### config.mk
export PLATFORM = sky130hd
export DESIGN_NAME = srrip_ctrl
export DESIGN_NICKNAME = d
export VERILOG_FILES = /design/src/hw/rtl/srrip_pkg.sv /design/src/hw/rtl/srrip_ctrl.sv
export SDC_FILE = /design/constraint.sdc
export NUM_CORES = 1
export LEC_CHECK = 0
export ABC_AREA = 1
export ABC_CLOCK_PERIOD_IN_PS = 1050
export BUFFER_PORTS_ARGS = -buffer_cell sky130_fd_sc_hd__clkbuf_2
export CAP_MARGIN = 5
export CORE_AREA = 2 2 39 41
export CTS_BUF_LIST = sky130_fd_sc_hd__clkbuf_2
export CTS_CLUSTER_DIAMETER = 100
export DETAILED_ROUTE_END_ITERATION = 10
export DIE_AREA = 0 0 41 43
export GPL_TIMING_DRIVEN = 0
export MAX_ROUTING_LAYER = met4
export PLACE_DENSITY = 0.53
export RECOVER_POWER = 25
export SYNTH_ARGS = -nofsm -noshare
export SYNTH_HDL_FRONTEND = slang
export SYNTH_SLANG_ARGS = --single-unit
### constraint.sdc
create_clock -name aclk -period 1.05 [get_ports aclk]
set_input_delay 0.0525 -clock aclk [delete_from_list [all_inputs] [get_ports aclk]]
set_output_delay 0.0525 -clock aclk [all_outputs]
set_load 0.02 [all_outputs]
### src/hw/rtl/srrip_pkg.sv
// Package for the SHiP/RRIP replacement block: defaults, field widths,
// register map and the controller/datapath command and status types.
// No dependencies.
`default_nettype none
package srrip_pkg;

    localparam int DEF_NUM_SETS          = 2048;
    localparam int DEF_NUM_WAYS          = 16;
    localparam int DEF_SIGNATURE_ENTRIES = 16384;
    localparam int DEF_RRPV_WIDTH        = 2;
    localparam int DEF_COUNTER_WIDTH     = 2;

    localparam int SET_IN_W    = 11;
    localparam int WAY_IN_W    = 4;
    localparam int PC_W        = 64;
    localparam int VICTIM_W    = 4;
    localparam int S_TDATA_W   = 80;
    localparam int S_TUSER_W   = 2;
    localparam int M_TDATA_W   = 8;
    localparam int THR_W       = 2;
    localparam int SHIFT_W     = 6;
    localparam int APB_ADDR_W  = 3;
    localparam int APB_DATA_W  = 32;

    localparam logic [THR_W-1:0]   THR_RESET   = 2'd2;
    localparam logic [SHIFT_W-1:0] SHIFT_RESET = 6'd4;

    // register index, taken from paddr[2]
    localparam logic REG_THRESHOLD = 1'b0;
    localparam logic REG_SHIFT     = 1'b1;

    typedef struct packed {
        logic accept;
        logic clr_wr;
        logic rd_ctr_old;
        logic train;
        logic fin_victim;
        logic fin_hit;
        logic fin_ins;
        logic fin_nop;
    } srrip_cmd_t;

    typedef struct packed {
        logic clr_last;
        logic is_update;
        logic is_hit;
        logic way_ok;
        logic out_free;
    } srrip_sts_t;

endpackage
`default_nettype wire

### src/hw/rtl/srrip_ctrl.sv
// Sequencing FSM for the replacement block: clearing pass, row read,
// counter read/train and final write-back. Depends on srrip_pkg.
`default_nettype none
module srrip_ctrl
    import srrip_pkg::*;
(
    input  wire logic       aclk,
    input  wire logic       aresetn,
    input  wire logic       s_tvalid,
    output logic            s_tready,
    input  wire srrip_sts_t sts,
    output srrip_cmd_t      cmd
);

    localparam logic [2:0] ST_CLR  = 3'd0;
    localparam logic [2:0] ST_IDLE = 3'd1;
    localparam logic [2:0] ST_ROW  = 3'd2;
    localparam logic [2:0] ST_CTR  = 3'd3;
    localparam logic [2:0] ST_INS  = 3'd4;

    logic [2:0] state_reg, state_next;

    always_ff @(posedge aclk) begin
        if (!aresetn) begin
            state_reg <= ST_CLR;
        end else begin
            state_reg <= state_next;
        end
    end

    assign s_tready = (state_reg == ST_IDLE);

    always_comb begin
        cmd        = '0;
        state_next = state_reg;
        unique case (state_reg)
            ST_CLR: begin
                cmd.clr_wr = 1'b1;
                if (sts.clr_last) state_next = ST_IDLE;
            end
            ST_IDLE: begin
                if (s_tvalid) begin
                    cmd.accept = 1'b1;
                    state_next = ST_ROW;
                end
            end
            ST_ROW: begin
                if (!sts.is_update) begin
                    if (sts.out_free) begin
                        cmd.fin_victim = 1'b1;
                        state_next     = ST_IDLE;
                    end
                end else if (!sts.way_ok) begin
                    if (sts.out_free) begin
                        cmd.fin_nop = 1'b1;
                        state_next  = ST_IDLE;
                    end
                end else begin
                    cmd.rd_ctr_old = 1'b1;
                    state_next     = ST_CTR;
                end
            end
            ST_CTR: begin
                if (sts.is_hit) begin
                    if (sts.out_free) begin
                        cmd.fin_hit = 1'b1;
                        state_next  = ST_IDLE;
                    end
                end else begin
                    cmd.train  = 1'b1;
                    state_next = ST_INS;
                end
            end
            ST_INS: begin
                if (sts.out_free) begin
                    cmd.fin_ins = 1'b1;
                    state_next  = ST_IDLE;
                end
            end
            default: state_next = ST_CLR;
        endcase
    end

    a_fin_idle: assert property (@(posedge aclk) disable iff (!aresetn)
        (cmd.fin_victim || cmd.fin_hit || cmd.fin_ins || cmd.fin_nop)
        |=> state_reg == ST_IDLE)
        else $error("finish step not followed by idle");
    a_no_accept_clr: assert property (@(posedge aclk) disable iff (!aresetn)
        state_reg == ST_CLR |-> !cmd.accept)
        else $error("item accepted during clearing pass");
    a_one_fin: assert property (@(posedge aclk) disable iff (!aresetn)
        $onehot0({cmd.fin_victim, cmd.fin_hit, cmd.fin_ins, cmd.fin_nop}))
        else $error("several finish commands");
    a_train_ins: assert property (@(posedge aclk) disable iff (!aresetn)
        cmd.train |=> state_reg == ST_INS)
        else $error("training not followed by insertion");

endmodule
`default_nettype wire

# Yosys cells after proc, flatten, opt, wreduce, memory -nomap -nowiden
# Cells that the tools add are included.
# totals
out_inout_bits	9
register_bits	3
elab_cells	33
# classes
eq_ne	6
muxes	24
reduce_logical	2
# ops
operator	n
$mux 3	6
$mux 1	17
$pmux 3 s5	1
$eq 3x2->1 const B	2
$ne 2x2->1 const B	2
$eq 3x1->1 const B	1
$eq 3x3->1 const B	1
$logic_not 3->1	1
$reduce_and 2->1	1

# Longest topological paths before layout
# logic_depth
ltp_word	4
ltp_mapped	6
mapped_depth_nobuf	6

# Worst setup path after synthesis
# No wires, ideal clock.
# synth_path
kind	flip-flop to output port
from	register state_reg[0]
to	output cmd[0] (netlist name)
arrival_ns	1.136
n_path_buf	0
slack_ns	-0.139
required_time_ns	0.998
path_stages_with_launch	4
path_cell_list	dfxtp_1 inv_1 nand4_1 nor3b_1
# synth_rtl
item	line	text
from (decl)	srrip_ctrl.sv:21	logic [2:0] state_reg, state_next;
from (signal assigned)	srrip_ctrl.sv:27	state_reg <= state_next;
to (decl)	srrip_ctrl.sv:12	output srrip_cmd_t cmd

==> impl_metrics.yaml <==
worst_setup_path:
  crit_type: "flop to output port"
  start_kind: "flop"
  crit_required_ps: 1000
  critPathMaxFanout: 5
  critPathBufInv: 2
  cpLargestDelayFamily: "simple AND/OR/NAND/NOR gates"
  arrival_ps: 1140
  crit_path_end_kind: "output port"
  cp_cell_sequence: "inv_2 > nand4_1 > nor3b_2 > buf_4"
  max_stage_delay_ps: 340
  crit_slowest_cell: "dfxtp_2"
timing:
  post-route-period-util_pct: 113.9
  layout_min_cycle_time_ps: 1196
  skew_ps: 0.7711
  worst_slew_pin_slew_ps: 215.5
  max_freq_mhz: 836.3
  rsz0062_at_grt: "yes"
  finalWorstSetupSlack_ps: -145.8
  relSlewSlack_pct: 85.53
  maxSlewViolCount: 0
  hold_violations: 0
  setup_viol: 10
  fin_setup_tns_ps: -792.8
die:
  coreArea_mm2: 0.001384
  initial_core_util_pct: 19.26
  rows: 14
  dieHeight_um: 43
  ios: 17
  dieArea_mm2: 0.001763
  die_width_um: 41
final_layout:
  area_delta_synth_final_pct: 74.18
  nets: 75
  finalInstanceArea_um2: 464.2
  instances_no_fill: 82
  largest_reg_flops: 3
  drive_gt1_share_pct: 59.09
  antennaDiodeCount: 0
drt:
  wirelength_um: 765
  vias: 365
  routedWlPerCell_um: 9.329
  drc_errors: 0
  dr.first_iter.drc_count: 3
  final_antenna_net_count: 0
  first_pass_iters: 2
  via_per_inst: 4.451
power_and_ir_drop:
  seq_power_share_pct: 27.7
  p_total_uw: 538.2
  combinationalPowerShare_pct: 42.9
  p_leak_nw: 0.2404
  p_per_area_mw_per_mm2: 1159
  switchingPower_uw: 217.3
  switching_share_pct: 40.37
  clkPwrFrac_pct: 29.5
  vdd_drop_max_uv: 511.5
  p_int_uw: 321.0
grt:
  grt_overflow_total: 0
  antenna_found_initial: 0
  grt_pass1_vias: 341
  grt_pass1_wl_mm: 1.269
  grt.total_usage_pct: 11.29
  grt_max_degree: 7
logic_synthesis:
  synthArstFlopShare_pct: 0
  avgSynthCellArea_um2: 6.345
  synth.top_cell.area_share_pct: 22.54
  synthTopCellsByArea: "dfxtp_1 23%, nand2_1 9.9%, nor2_1 9.9%, inv_1 8.5%, nand4_1 7.0%"
  synth_area_um2: 266.5
  synth_seq_cells: 3
  postSynthNetCount: 50
  yosys_warnings: 0
  netlist_instances: 42
  yosys_most_used_dff: "dfxtp_1"
  synth_area_leader_cell: "dfxtp_1"
  ys_seq_area_share_pct: 22.54
  synth_edf_count: 0
  synth_common_cells: "7 x nand2_1, 7 x nor2_1, 6 x inv_1"
  yosysUniqueCellTypes: 19
clock_network:
  htreeDepth: 1
  cts_buffer_depth: 2
  cts_tree: "built"
  cts_buffers: 3
  clkTransAtPathRegs_ps: 40
  clock-sinks: 3
  clk_latency_ps: 200
  root_buffer: "clkbuf_2"
outcome:
  status: "finished with violations"
  violations: "setup timing"
place:
  post-place-cells: 74
  gp_congestion: 0.7417
  place_area_um2: 380.4
  dp_hpwl_um: 595.5
  io_buffers: 16
flow_run:
  drv_cap: 0
min_path:
  min_path_type: "input pin to flop"
## per-stage QoR
| stage | utilization, % | hold WS (ps) | setup slack, ps |
|---|---|---|---|
| finish | 33.54 | 71.10 | -145.8 |
| global route | 33.54 | 77.55 | -238.7 |
| CTS | 33.54 | 58.64 | -197.8 |
| detailed placement | 27.49 | 294.3 | -79.33 |
| global placement | 27.49 | 293.9 | -59.32 |
| floorplan | - | 146.9 | 1.030 |
## logic make-up after synthesis
logic type | share of synthesized area, %
and+or+nand+nor | 51.65
buffers and inverters | 11.27
AOI/OAI and AO/OA | 14.55
DFF | 22.54
## power by group through the flow
stage / registers (mW) / clock network [mW] / logic (mW)
3_3_place_gp: 0.148 / 0 / 0.206
2_1_floorplan: 0.143 / 0 / 0.146
6_report: 0.149 / 0.159 / 0.231
5_1_grt: 0.152 / 0.177 / 0.256
4_1_cts: 0.149 / 0.172 / 0.235
3_5_place_dp: 0.148 / 0 / 0.207
## cells in the final DEF, fill, tap and decap left out, drive strengths merged
cell,instances
nor3b,1
o21a,1
nor3,1
dfxtp,3
nand3,1
clkbuf,14
a21oi,2
nand2,7
buf,10
nor2,9
nand3b,2
inv,8
nor4,1
o211ai,1
o21ai,2
nand4,3
## final cells by class
class                   instances  area, µm²
clock buffers                   4      20.02
fillers                       169      919.6
inverters                       8      32.53
multi-input cells              31      192.7
flip-flops and latches          3      68.82
well taps                      16      20.02
repair buffers                 20      130.1
## per-layer routing
metal	track usage, %	up-vias	share of wire, %
li1	-	192	-
met1	11.82	162	39
met2	17.19	11	55
met3	1.571	0	6.0
met4	10.00	0	0
met5	-	-	0
## final timing paths
| path | endpoint | slack (ps) | cells past startpoint | start |
|---|---|---|---|---|
| worst max-delay path | cmd[0] | -150 | 4 | state_reg[0]$_SDFFE_PN0P_ |
| worst min-delay path | state_reg[0]$_SDFFE_PN0P_ | 70 | 3 | aresetn |
| worst max register to register | state_reg[0]$_SDFFE_PN0P_ | -40 | 7 | state_reg[2]$_SDFFE_PN0P_ |
| worst min register to register | state_reg[1]$_SDFFE_PN0P_ | 570 | 2 | state_reg[0]$_SDFFE_PN0P_ |
## tightest hold or removal path: cells and delay by family
family          cells  cell delay [ps]
compound gates      1               30
buf+inv             2              150
## timing repair
| action | in CTS | in global routing |
|---|---|---|
| pin swaps | 5 | 3 |
| resized for setup | 17 | 6 |
| endpoints found under the setup margin | 11 | 11 |
| hold buffers | 0 | 0 |
| setup buffers | 5 | 0 |
Note: power is estimated with default switching activity, not from simulation.
